$ cat config.mk
export PLATFORM = sky130hd
export DESIGN_NAME = top_n_score_keeper_flat
export DESIGN_NICKNAME = d
export VERILOG_FILES = /design/src/rtl/nsk_pkg.sv /design/src/rtl/nsk_req_if.sv /design/src/rtl/nsk_rsp_if.sv /design/src/rtl/nsk_cell.sv /design/src/rtl/top_n_score_keeper.sv /design/src/flat_wrapper.sv
export VERILOG_INCLUDE_DIRS = /design/src /design/src/rtl
export SDC_FILE = /design/constraint.sdc
export NUM_CORES = 2
export LEC_CHECK = 0
export ABC_AREA = 1
export BUFFER_PORTS_ARGS = -buffer_cell sky130_fd_sc_hd__buf_2
export CORE_UTILIZATION = 48
export DETAILED_ROUTE_END_ITERATION = 6
export PLACE_DENSITY = 0.75
export REMOVE_ABC_BUFFERS = 1
export SLEW_MARGIN = 15
export SYNTH_ARGS = -nofsm -noshare
export SYNTH_HDL_FRONTEND = slang
export SYNTH_SLANG_ARGS = --single-unit
$ cat constraint.sdc
create_clock -name clk_i -period 4.7 [get_ports clk_i]
set_clock_uncertainty 0.2 [all_clocks]
set_input_delay 1.175 -clock clk_i [delete_from_list [all_inputs] [get_ports clk_i]]
set_output_delay 1.175 -clock clk_i [all_outputs]
set_load 0.01 [all_outputs]
$ cat src/rtl/top_n_score_keeper_assert.svh
// Assertion helpers for the score keeper.
`ifndef TOP_N_SCORE_KEEPER_ASSERT_SVH
`define TOP_N_SCORE_KEEPER_ASSERT_SVH

// Concurrent check sampled on the rising clock, off while reset is low.
`define NSK_ASSERT(label, clk, rst_n, prop, msg) \
  label: assert property (@(posedge clk) disable iff (!rst_n) (prop)) else $error(msg);

// Antecedent in this cycle, consequent in the next one.
`define NSK_ASSERT_NEXT(label, clk, rst_n, ante, cons, msg) \
  label: assert property (@(posedge clk) disable iff (!rst_n) (ante) |=> (cons)) \
    else $error(msg);

`endif

$ cat src/rtl/nsk_pkg.sv
`timescale 1ns / 1ps
package nsk_pkg;

  typedef logic signed [31:0] score_t;
  typedef logic        [15:0] player_t;
  typedef logic        [4:0]  index_t;

  typedef enum logic [1:0] {
    OP_ADD   = 2'd0,
    OP_CLEAR = 2'd1,
    OP_READ  = 2'd2,
    OP_NONE  = 2'd3
  } op_e;

  localparam score_t SCORE_MIN = 32'sh8000_0000;
  localparam score_t SCORE_MAX = 32'sh7FFF_FFFF;

  // Compare results that a cell hands to the insertion control.
  typedef struct packed {
    logic ahead;   // kept entry strictly better than the new score
    logic beaten;  // new score strictly better than the kept entry
  } cell_flags_t;

  // a strictly better than b in the given mode
  function automatic logic better(input logic higher_is_better, input score_t a,
                                  input score_t b);
    better = higher_is_better ? (a > b) : (b > a);
  endfunction

  function automatic score_t worst(input logic higher_is_better);
    worst = higher_is_better ? SCORE_MIN : SCORE_MAX;
  endfunction

endpackage

$ cat src/rtl/nsk_req_if.sv
`timescale 1ns / 1ps
interface nsk_req_if;
  logic                valid;
  logic                ready;
  logic [1:0]          operation;
  nsk_pkg::player_t    player_id;
  nsk_pkg::score_t     score;
  nsk_pkg::index_t     entry_index;

  modport source (output valid, operation, player_id, score, entry_index, input ready);
  modport sink   (input valid, operation, player_id, score, entry_index, output ready);
endinterface

$ cat src/rtl/nsk_rsp_if.sv
`timescale 1ns / 1ps
interface nsk_rsp_if;
  logic                valid;
  logic                ready;
  logic                accepted;
  nsk_pkg::player_t    entry_player;
  nsk_pkg::score_t     entry_score;

  modport source (output valid, accepted, entry_player, entry_score, input ready);
  modport sink   (input valid, accepted, entry_player, entry_score, output ready);
endinterface

$ cat src/rtl/nsk_cell.sv
`timescale 1ns / 1ps
module nsk_cell (
  input  logic                  clk_i,
  input  logic                  rst_ni,
  input  logic                  mode_i,
  input  logic                  clear_i,
  input  logic                  shift_i,
  input  logic                  load_i,
  input  nsk_pkg::player_t      new_player_i,
  input  nsk_pkg::score_t       new_score_i,
  input  nsk_pkg::player_t      upper_player_i,
  input  nsk_pkg::score_t       upper_score_i,
  output nsk_pkg::player_t      player_o,
  output nsk_pkg::score_t       score_o,
  output nsk_pkg::cell_flags_t  flags_o
);

  nsk_pkg::player_t player_q;
  nsk_pkg::score_t  score_q;

  always_ff @(posedge clk_i or negedge rst_ni) begin
    if (!rst_ni) begin
      player_q <= '0;
      score_q  <= nsk_pkg::SCORE_MIN;
    end else if (clear_i) begin
      player_q <= '0;
      score_q  <= nsk_pkg::worst(mode_i);
    end else if (shift_i) begin
      // entry above moves down one place
      player_q <= upper_player_i;
      score_q  <= upper_score_i;
    end else if (load_i) begin
      player_q <= new_player_i;
      score_q  <= new_score_i;
    end
  end

  assign player_o       = player_q;
  assign score_o        = score_q;
  assign flags_o.ahead  = nsk_pkg::better(mode_i, score_q, new_score_i);
  assign flags_o.beaten = nsk_pkg::better(mode_i, new_score_i, score_q);

endmodule

$ cat src/rtl/top_n_score_keeper.sv
`timescale 1ns / 1ps
// Keeps the LIST_ENTRIES best (player, score) pairs, worst entry at index 0.
// Requests arrive on req (valid/ready); each beat carries an operation:
// add, clear or read. Every request beat yields exactly one response beat on
// rsp: accepted for an add, entry_player/entry_score for a read, zeros else.
// The mode bit higher_is_better is written through higher_is_better_we_i and
// should only change while no request is outstanding; clear the list after.
// Throughput: one request per cycle while rsp is not stalled. Each cell
// compares its entry against the incoming score in parallel; the insertion
// point is found from those flags and every cell updates (hold, take the
// entry above, load the new pair, or clear) at the accept edge. The response
// is captured in the output register at the accept edge.
// When rsp is stalled the output register holds its beat and req.ready stays
// low until it drains; req.ready is high whenever the register is empty or
// being taken in the same cycle.
// Reset: mode is higher-is-better, every entry holds the lowest score with
// player 0, and the output register is empty.
module top_n_score_keeper #(
  parameter int LIST_ENTRIES = 20
) (
  input  logic       clk_i,
  input  logic       rst_ni,
  input  logic       higher_is_better_we_i,
  input  logic       higher_is_better_i,
  nsk_req_if.sink    req,
  nsk_rsp_if.source  rsp
);

  logic mode_q;
  logic in_acc;
  logic is_add;
  logic is_clear;
  logic is_read;
  logic insert;

  nsk_pkg::player_t     cell_player [LIST_ENTRIES];
  nsk_pkg::score_t      cell_score  [LIST_ENTRIES];
  nsk_pkg::cell_flags_t cell_flags  [LIST_ENTRIES];

  logic [LIST_ENTRIES-1:0] stop_w;
  logic [LIST_ENTRIES-1:0] run_w;
  logic [LIST_ENTRIES-1:0] shift_w;
  logic [LIST_ENTRIES-1:0] load_w;

  logic             out_valid_q, out_valid_d;
  logic             acc_q, acc_d;
  nsk_pkg::player_t rd_player_q, rd_player_d;
  nsk_pkg::score_t  rd_score_q, rd_score_d;

  always_ff @(posedge clk_i or negedge rst_ni) begin
    if (!rst_ni) begin
      mode_q <= 1'b1;
    end else if (higher_is_better_we_i) begin
      mode_q <= higher_is_better_i;
    end
  end

  assign req.ready = !out_valid_q || rsp.ready;
  assign in_acc    = req.valid && req.ready;
  assign is_add    = in_acc && (req.operation == nsk_pkg::OP_ADD);
  assign is_clear  = in_acc && (req.operation == nsk_pkg::OP_CLEAR);
  assign is_read   = req.operation == nsk_pkg::OP_READ;
  assign insert    = is_add && cell_flags[0].beaten;

  // A cell stops the shift when its entry is strictly better than the new
  // score; entry 0 is always dropped so it never stops.
  genvar j;
  generate
    for (j = 0; j < LIST_ENTRIES; j++) begin : g_cell
      if (j == 0) begin : g_stop0
        assign stop_w[j] = 1'b0;
      end else begin : g_stopn
        assign stop_w[j] = cell_flags[j].ahead;
      end

      assign run_w[j] = insert && !(|stop_w[j:0]);

      if (j < LIST_ENTRIES - 1) begin : g_mid
        assign shift_w[j] = run_w[j+1];
      end else begin : g_top
        assign shift_w[j] = 1'b0;
      end
      assign load_w[j] = run_w[j] && !shift_w[j];

      nsk_cell u_cell (
        .clk_i          (clk_i),
        .rst_ni         (rst_ni),
        .mode_i         (mode_q),
        .clear_i        (is_clear),
        .shift_i        (shift_w[j]),
        .load_i         (load_w[j]),
        .new_player_i   (req.player_id),
        .new_score_i    (req.score),
        .upper_player_i (cell_player[(j < LIST_ENTRIES - 1) ? j + 1 : j]),
        .upper_score_i  (cell_score[(j < LIST_ENTRIES - 1) ? j + 1 : j]),
        .player_o       (cell_player[j]),
        .score_o        (cell_score[j]),
        .flags_o        (cell_flags[j])
      );
    end
  endgenerate

  always_comb begin
    rd_player_d = '0;
    rd_score_d  = '0;
    for (int k = 0; k < LIST_ENTRIES; k++) begin
      if (is_read && (int'(req.entry_index) == k)) begin
        rd_player_d = cell_player[k];
        rd_score_d  = cell_score[k];
      end
    end
  end

  assign acc_d = insert;

  always_comb begin
    out_valid_d = out_valid_q;
    if (in_acc) begin
      out_valid_d = 1'b1;
    end else if (rsp.ready) begin
      out_valid_d = 1'b0;
    end
  end

  always_ff @(posedge clk_i or negedge rst_ni) begin
    if (!rst_ni) begin
      out_valid_q <= 1'b0;
    end else begin
      out_valid_q <= out_valid_d;
    end
  end

  always_ff @(posedge clk_i) begin
    if (in_acc) begin
      acc_q       <= acc_d;
      rd_player_q <= rd_player_d;
      rd_score_q  <= rd_score_d;
    end
  end

  assign rsp.valid        = out_valid_q;
  assign rsp.accepted     = acc_q;
  assign rsp.entry_player = rd_player_q;
  assign rsp.entry_score  = rd_score_q;

`include "top_n_score_keeper_assert.svh"

  `NSK_ASSERT(a_rise_after_req, clk_i, rst_ni, $rose(out_valid_q) |-> $past(in_acc), "response beat without a request beat")
  `NSK_ASSERT_NEXT(a_acc_only_add, clk_i, rst_ni, in_acc && (req.operation != nsk_pkg::OP_ADD), !rsp.accepted, "accepted set for a non-add operation")
  `NSK_ASSERT_NEXT(a_clear_worst, clk_i, rst_ni, is_clear, cell_score[0] == nsk_pkg::worst($past(mode_q)), "clear did not load the worst score")
  `NSK_ASSERT(a_single_insert, clk_i, rst_ni, $countones(load_w) <= 1, "new pair loaded into more than one cell")

endmodule
$ cat src/flat_wrapper.sv
// flat-port wrapper written by rule: the top's interface ports become plain ports
module top_n_score_keeper_flat 
#(
  parameter int LIST_ENTRIES = 20
)
  (clk_i, rst_ni, higher_is_better_we_i, higher_is_better_i, req_valid, req_operation, req_player_id, req_score, req_entry_index, req_ready, rsp_valid, rsp_accepted, rsp_entry_player, rsp_entry_score, rsp_ready);
  nsk_req_if req_i ();
  nsk_rsp_if rsp_i ();
  input  logic clk_i;
  input  logic rst_ni;
  input  logic higher_is_better_we_i;
  input  logic higher_is_better_i;
  input wire logic [$bits(req_i.valid)-1:0] req_valid;
  input wire logic [$bits(req_i.operation)-1:0] req_operation;
  input wire logic [$bits(req_i.player_id)-1:0] req_player_id;
  input wire logic [$bits(req_i.score)-1:0] req_score;
  input wire logic [$bits(req_i.entry_index)-1:0] req_entry_index;
  output wire logic [$bits(req_i.ready)-1:0] req_ready;
  output wire logic [$bits(rsp_i.valid)-1:0] rsp_valid;
  output wire logic [$bits(rsp_i.accepted)-1:0] rsp_accepted;
  output wire logic [$bits(rsp_i.entry_player)-1:0] rsp_entry_player;
  output wire logic [$bits(rsp_i.entry_score)-1:0] rsp_entry_score;
  input wire logic [$bits(rsp_i.ready)-1:0] rsp_ready;
  assign req_i.valid = req_valid;
  assign req_i.operation = req_operation;
  assign req_i.player_id = req_player_id;
  assign req_i.score = req_score;
  assign req_i.entry_index = req_entry_index;
  assign req_ready = req_i.ready;
  assign rsp_valid = rsp_i.valid;
  assign rsp_accepted = rsp_i.accepted;
  assign rsp_entry_player = rsp_i.entry_player;
  assign rsp_entry_score = rsp_i.entry_score;
  assign rsp_i.ready = rsp_ready;
  top_n_score_keeper #(.LIST_ENTRIES(LIST_ENTRIES)) u_core (.clk_i(clk_i), .rst_ni(rst_ni), .higher_is_better_we_i(higher_is_better_we_i), .higher_is_better_i(higher_is_better_i), .req(req_i), .rsp(rsp_i));
endmodule
# == Word level (Yosys, flattened, before mapping) ==
# Cells that the tools add are included.
# word_totals
register_bits,1011
mem_count,0
mem_bits_rw,0
mem_bits_ro,0
output_inout_bits,51
latchBits,0
# classes
eq_ne,21
n_addsub,0
magnitude_cmp,40
n_mul,0
n_shift,0
reduce_logical,143
n_bitwise,0
muxes,181
div,0
# op_table
op,count
32-bit 2-to-1 mux,80
32-bit > comparator,40
16-bit 2-to-1 mux,79
1-bit logical AND,62
"5-bit == test, second input constant",12
3-bit nonzero test,19
1-bit logical NOT,39
1-bit 2-to-1 mux,22
"5-bit by 4-bit == test with 1-bit output, second input constant",4
19-bit OR reduction,1
18-bit OR reduction,1
17-bit OR reduction,1
16-bit OR reduction,1
15-bit OR reduction,1
14-bit OR reduction,1
13-bit OR reduction,1
12-bit OR reduction,1
11-bit OR reduction,1
"5-bit by 3-bit == test with 1-bit output, second input constant",2
10-bit OR reduction,1
9-bit OR reduction,1
8-bit OR reduction,1
7-bit OR reduction,1
6-bit OR reduction,1
11 further kinds,12

# == Depth between registers and ports, before layout ==
# logic_depth
depth_word,22
ltp_mapped,29
mapped_depth_nobuf,27

# == Hierarchy ==
# A second synthesis with hierarchy kept.
# unflattened
cells_unflattened,10168
area_unflattened_um2,73678.2
# modules_own_cells
module,n_inst,seq_area_each_um2,cells_per_inst,area_each_um2
nsk_cell at u_core.g_cell[0].u_cell ...,19,1202.4,408,3183.1
top_n_score_keeper,1,1522.7,2007,10013.4
nsk_cell at u_core.g_cell[9].u_cell,1,1202.4,409,3186.8

# == Least setup slack after synthesis ==
# Ideal clock, no wire load.
# synth_timing
path_type,input -> register
from,input port req_score[15]
to,register u_core.g_cell[1].u_cell.score_q[10]
required_time_ps,4357
arrival_time_ps,3826
path_slack_ps,532
path_stages,19
cell_sequence,clkbuf_1 -> inv_1 -> ha_1 -> nand2_1 -> nor4_1 -> nand2_1 -> nand2_1 -> nand2_1 -> nand3_1 -> nand2_1 -> nor2_1 -> nor2_4 -> buf_6 -> inv_2 -> nor2_2 -> nor2_1 -> clkbuf_1 -> clkbuf_1 -> o211ai_1
# synth_via
elab_chain_len,8
word_cells_on_any_way,20
# synth_rtl
element,line_no,source
from (decl),flat_wrapper.sv:16,input wire logic [$bits(req_i.score)-1:0] req_score;
32-bit > comparator,n/a,
1-bit 2-to-1 mux,nsk_pkg.sv:27,better = higher_is_better ? (a > b) : (b > a);
2-bit OR reduction,top_n_score_keeper.sv:76,assign run_w[j] = insert && !(|stop_w[j:0]);
1-bit logical NOT,top_n_score_keeper.sv:76,
1-bit logical AND,top_n_score_keeper.sv:76,
1-bit logical NOT,top_n_score_keeper.sv:83,assign load_w[j] = run_w[j] && !shift_w[j];
1-bit logical AND,top_n_score_keeper.sv:83,
3-bit nonzero test (no line),n/a,
to (signal assigned),nsk_cell.sv:27,score_q <= nsk_pkg::worst(mode_i);
to (signal assigned),nsk_cell.sv:31,score_q <= upper_score_i;
to (signal assigned),nsk_cell.sv:34,score_q <= new_score_i;
to (decl),nsk_cell.sv:19,nsk_pkg::score_t score_q;
# Parallel ways exist; a longest one is shown, timed or not.
# A chain may end at the register's enable or synchronous reset.

# == Worst setup path after layout ==
# layout_timing
from,input port req_score[11]
to,register u_core.g_cell[15].u_cell.score_q[4]
# layout_via
elab_chain_len,8
word_cells_on_any_way,63
# layout_rtl
element,line_no
32-bit > comparator,n/a
1-bit 2-to-1 mux,nsk_pkg.sv:27
16-bit OR reduction,top_n_score_keeper.sv:76
1-bit logical NOT,top_n_score_keeper.sv:76
1-bit logical AND,top_n_score_keeper.sv:76
1-bit logical NOT,top_n_score_keeper.sv:83
1-bit logical AND,top_n_score_keeper.sv:83
3-bit nonzero test (no line),n/a
to (signal assigned),nsk_cell.sv:27
to (signal assigned),nsk_cell.sv:31
to (signal assigned),nsk_cell.sv:34
to (decl),nsk_cell.sv:19
# Parallel ways exist; a longest one is shown, timed or not.

==> metrics.txt <==
# TYPE chip_impl_metric gauge
chip_impl_metric{name="net-switching-power",unit="mW"} 12.5
chip_impl_metric{name="pin_count",unit=""} 112
chip_impl_metric{name="clk_path_buf_depth",unit=""} 3
chip_impl_info{name="synthDominantAreaCellType",value="dfrtp_1"} 1
chip_impl_metric{name="antenna_found_initial",unit=""} 10
chip_impl_info{name="startpoint_type",value="primary input"} 1
chip_impl_metric{name="clock_latency_late_sink",unit="ns"} 0.79
chip_impl_metric{name="r2r.worst_path.cells",unit=""} 21
chip_impl_metric{name="critPathArrivalTime",unit="ns"} 5.21
chip_impl_metric{name="hold_buffers",unit=""} 0
chip_impl_metric{name="final_hold_vio_count",unit=""} 0
chip_impl_metric{name="upper_clock_frequency_limit",unit="MHz"} 211
chip_impl_metric{name="detailed_place_hpwl",unit="um"} 220000
chip_impl_metric{name="floorplan.initialDensity",unit=""} 0.486
chip_impl_info{name="top_layer_used",value="met5"} 1
chip_impl_info{name="most_frequent_cells_in_the_layout",value="nand2_1, inv_1, dfrtp_1"} 1
chip_impl_metric{name="p_leak",unit="nW"} 43.1
chip_impl_metric{name="horizontal_extent_of_the_die",unit="um"} 392
chip_impl_info{name="run_status",value="finished with violations"} 1
chip_impl_info{name="violations",value="negative setup slack"} 1
chip_impl_metric{name="power_density_cells",unit="nW/um2"} 387
chip_impl_metric{name="area_delta_synth_final",unit="%"} 17.4
chip_impl_metric{name="setup-violations-final",unit=""} 3
chip_impl_info{name="top_cells_by_area_synth",value="dfrtp_1, nand2_1, ha_1"} 1
chip_impl_metric{name="portBuffers",unit=""} 111
chip_impl_info{name="yosys_most_used_dff",value="dfrtp_1"} 1
chip_impl_metric{name="grt_max_degree",unit=""} 199
chip_impl_metric{name="number_of_warnings_printed_during_yosys_synthesis",unit=""} 0
chip_impl_metric{name="worst_slew_margin_rel",unit=""} 0.221
chip_impl_info{name="min-delay-path-class",value="primary input to asynchronous set/reset pin"} 1
chip_impl_metric{name="maxCapViolations",unit=""} 0
chip_impl_metric{name="place.gp.congestion",unit=""} 1.01
chip_impl_info{name="setup_crit_path_kind",value="primary input to register"} 1
chip_impl_metric{name="congestion_overflow_gr",unit=""} 0
chip_impl_metric{name="cp.required",unit="ns"} 5.17
chip_impl_metric{name="vias_post_dr",unit=""} 76433
chip_impl_metric{name="synth-async-reset-ratio",unit=""} 0.952
chip_impl_metric{name="syn_avg_cell_area",unit="um2"} 7.12
chip_impl_info{name="crit_slowest_cell",value="nor4_1"} 1
chip_impl_metric{name="std_cell_rows",unit=""} 142
chip_impl_metric{name="num-nets-final",unit=""} 11362
chip_impl_metric{name="vdd_ir_drop_max",unit="mV"} 0.302
chip_impl_info{name="worst_setup_path_end_kind",value="register"} 1
chip_impl_info{name="ctsRootBufferMaster",value="clkbuf_16"} 1
chip_impl_metric{name="drt-wirelength-per-cell",unit="um"} 23.0
chip_impl_metric{name="seq_power_share",unit=""} 0.370
chip_impl_metric{name="clk_pin_slew",unit="ns"} 0.06
chip_impl_metric{name="post_drt_via_cell_ratio",unit=""} 5.98
chip_impl_metric{name="period_share",unit=""} 1.01
chip_impl_metric{name="fillCellCount",unit=""} 13962
chip_impl_info{name="cp_common_cell",value="nand2_1"} 1
chip_impl_metric{name="cp.depth",unit=""} 22
chip_impl_metric{name="total_grt_usage",unit=""} 0.377
chip_impl_metric{name="met2_length",unit="um"} 121000
chip_impl_metric{name="power.share.combinational",unit=""} 0.327
chip_impl_metric{name="placed_cell_area",unit="um2"} 81700
chip_impl_metric{name="vertical_extent_of_the_die",unit="um"} 392
chip_impl_metric{name="met3_length",unit="um"} 37300
chip_impl_metric{name="timing_worst_slew_pin_value",unit="ns"} 1.17
chip_impl_metric{name="netlist-cell-type-count",unit=""} 52
chip_impl_metric{name="timing.critical_path.buf_inv",unit=""} 7
chip_impl_metric{name="final_cells",unit=""} 12784
chip_impl_metric{name="place_inst",unit=""} 12554
chip_impl_metric{name="slew_viol_final",unit=""} 0
chip_impl_metric{name="final.setup.tns",unit="ns"} -0.0836
chip_impl_metric{name="syn_inst",unit=""} 10283
chip_impl_metric{name="drt_first_iter_violations",unit=""} 10049
chip_impl_metric{name="drt-pass1-iter-count",unit=""} 7
chip_impl_metric{name="remaining_drc_errors",unit=""} 0
chip_impl_metric{name="design.die.area",unit="um2"} 154000
chip_impl_metric{name="final_antenna_net_count",unit=""} 0
chip_impl_metric{name="critical_path.max_fanout",unit=""} 46
chip_impl_metric{name="route.final.wire_length",unit="um"} 295000
chip_impl_info{name="grt_setup_unrepaired",value="true"} 1
chip_impl_metric{name="share_clk_of_total_power",unit=""} 0.303
chip_impl_metric{name="min_period",unit="ns"} 4.74
chip_impl_info{name="critical_path.top_delay_family",value="simple AND/OR/NAND/NOR gates"} 1
chip_impl_metric{name="synth_largest_type_area_fraction",unit=""} 0.322
chip_impl_metric{name="area.sequential",unit="um2"} 25600
chip_impl_metric{name="cts.sinks",unit=""} 1011
chip_impl_metric{name="int_power",unit="mW"} 20.8
chip_impl_metric{name="synth_seq_cells",unit=""} 1011
chip_impl_metric{name="cts_inserted_buffers",unit=""} 119
chip_impl_metric{name="ys_seq_area_frac",unit=""} 0.349
chip_impl_metric{name="timing.critical_path.slowest_cell_delay",unit="ns"} 0.51
chip_impl_metric{name="synth-edff-count",unit=""} 49
chip_impl_info{name="mostFrequentLayoutCell",value="nand2_1"} 1
chip_impl_info{name="cts_tree",value="done"} 1
chip_impl_metric{name="power.switching_fraction",unit=""} 0.376
chip_impl_metric{name="cts_htree_levels",unit=""} 3
chip_impl_metric{name="via_count_of_the_first_global_routing_pass",unit=""} 71189
chip_impl_metric{name="core_region_area",unit="um2"} 150000
chip_impl_metric{name="first_pass_grt_wire_length",unit="um"} 441000
chip_impl_metric{name="final_cell_area_excluding_filler_cells",unit="um2"} 85900
chip_impl_metric{name="setup_ws",unit="ns"} -0.0410
chip_impl_metric{name="drive_above_1_share",unit=""} 0.119
chip_impl_info{name="crit_path_cell_trace",value="buf_2 > buf_12 > buf_12 > buf_4 > ha_1 > nand2_1 > inv_1 > nand2_1 > nor4_1 > a21oi_1 > nand3_1 > nand2_1 > nor2_2 > nand2_1 > nor2_1 > nand3_4 > buf_12 > buf_12 > nand2_1 > o21ai_0 > o21ai_1 > nand2_1"} 1
chip_impl_metric{name="multi_input_gate_area",unit="um2"} 40900
chip_impl_metric{name="fin_hold_ws",unit="ns"} 0.259
chip_impl_metric{name="syn_area",unit="um2"} 73200
chip_impl_metric{name="met1Wirelength",unit="um"} 124000
## cell families after synthesis
family | after synthesis | synth area share
adders and majority gates | 640 | 0.109
and+or+nand+nor | 4570 | 0.260
AOI/OAI and AO/OA | 2305 | 0.186
DFF | 1011 | 0.349
buffers and inverters | 1757 | 0.0949
## power groups by stage
stage	Clock [mW]	Sequential, mW	Combinational [mW]
after global placement	0	12.3	10.2
after CTS	10.1	12.2	10.7
after floorplan	0	11.8	6.59
final	10.1	12.3	10.9
after detailed placement	0	12.3	10.6
after global routing	10.5	12.5	12.1
## cells in the mapped netlist, types with 18 or more instances
| cell type | instances |
|---|---|
| buf_1 | 67 |
| dfstp_2 | 21 |
| o21a_1 | 45 |
| inv_1 | 1044 |
| a21oi_1 | 496 |
| inv_2 | 18 |
| nor2_1 | 544 |
| a22oi_1 | 96 |
| nand3_1 | 629 |
| ha_1 | 640 |
| dfrtp_1 | 941 |
| clkbuf_1 | 451 |
| buf_2 | 138 |
| o21ai_1 | 152 |
| nor3_1 | 43 |
| o21bai_1 | 74 |
| o211ai_1 | 497 |
| nand2_1 | 3023 |
| nand4_1 | 230 |
| o22ai_1 | 67 |
| o21ai_0 | 822 |
| edfxtp_1 | 49 |
## per-layer routing
metal / global-route usage / vias to the layer above
met5: 0 / -
met4: 0.159 / 4
met3: 0.0991 / 641
met2: 0.536 / 4476
met1: 0.535 / 36143
li1: - / 35169
## state kept, by name, summed over array words and instances, names as in the netlist
register                       cells
u_core.rsp.valid                   1
u_core.rsp.entry_score            32
u_core.g_cell.u_cell.player_o    320
u_core.g_cell.u_cell.score_o     640
u_core.rsp.accepted                1
u_core.rsp.entry_player           16
u_core.mode_q                      1
## timing repair
action | 4_1_cts | 5_1_grt
resized for setup | 0 | 3
setup buffers | 0 | 2
setup endpoints to repair | 0 | 237
endpoints found under the hold margin | 0 | 0
## through the flow
step | worst slack [ns] | power, mW | utilization
after floorplan | -12.95 | 18.4 | -
after global placement | -0.734 | 22.5 | 0.543
after detailed placement | -0.729 | 22.9 | 0.543
after CTS | 0.0922 | 33.0 | 0.571
after global routing | -0.123 | 35.1 | 0.571
final | -0.0410 | 33.3 | 0.571
## worst paths after layout
| check | start | end | slack (ns) |
|---|---|---|---|
| worst max-delay path | req_score[11] | u_core.g_cell[15].u_cell.score_o[4] | -0.04 |
| min in group clk_i | u_core.g_cell[9].u_cell.score_o[31] | u_core.g_cell[9].u_cell.score_o[31] | 0.27 |
| worst min register to register | u_core.g_cell[9].u_cell.score_o[31] | u_core.g_cell[9].u_cell.score_o[31] | 0.27 |
| worst min-delay path | rst_ni | u_core.g_cell[14].u_cell.score_o[14] | 0.26 |
| worst max register to register | u_core.g_cell[16].u_cell.score_o[31] | u_core.g_cell[15].u_cell.score_o[4] | 0.12 |
| max in group asynchronous | rst_ni | u_core.g_cell[19].u_cell.player_o[6] | 2.82 |
## layout make-up
type	instances	share of cell area
multi-input combinational	7515	0.476
sequential	1011	0.298
timing repair buffer	946	0.101
inverter	1068	0.0469
clock buffer	173	0.0406
tap	2016	0.0293
clock inverter	50	0.00825
antenna	5	0.000146
No activity file was read; power rests on OpenSTA's default activity.
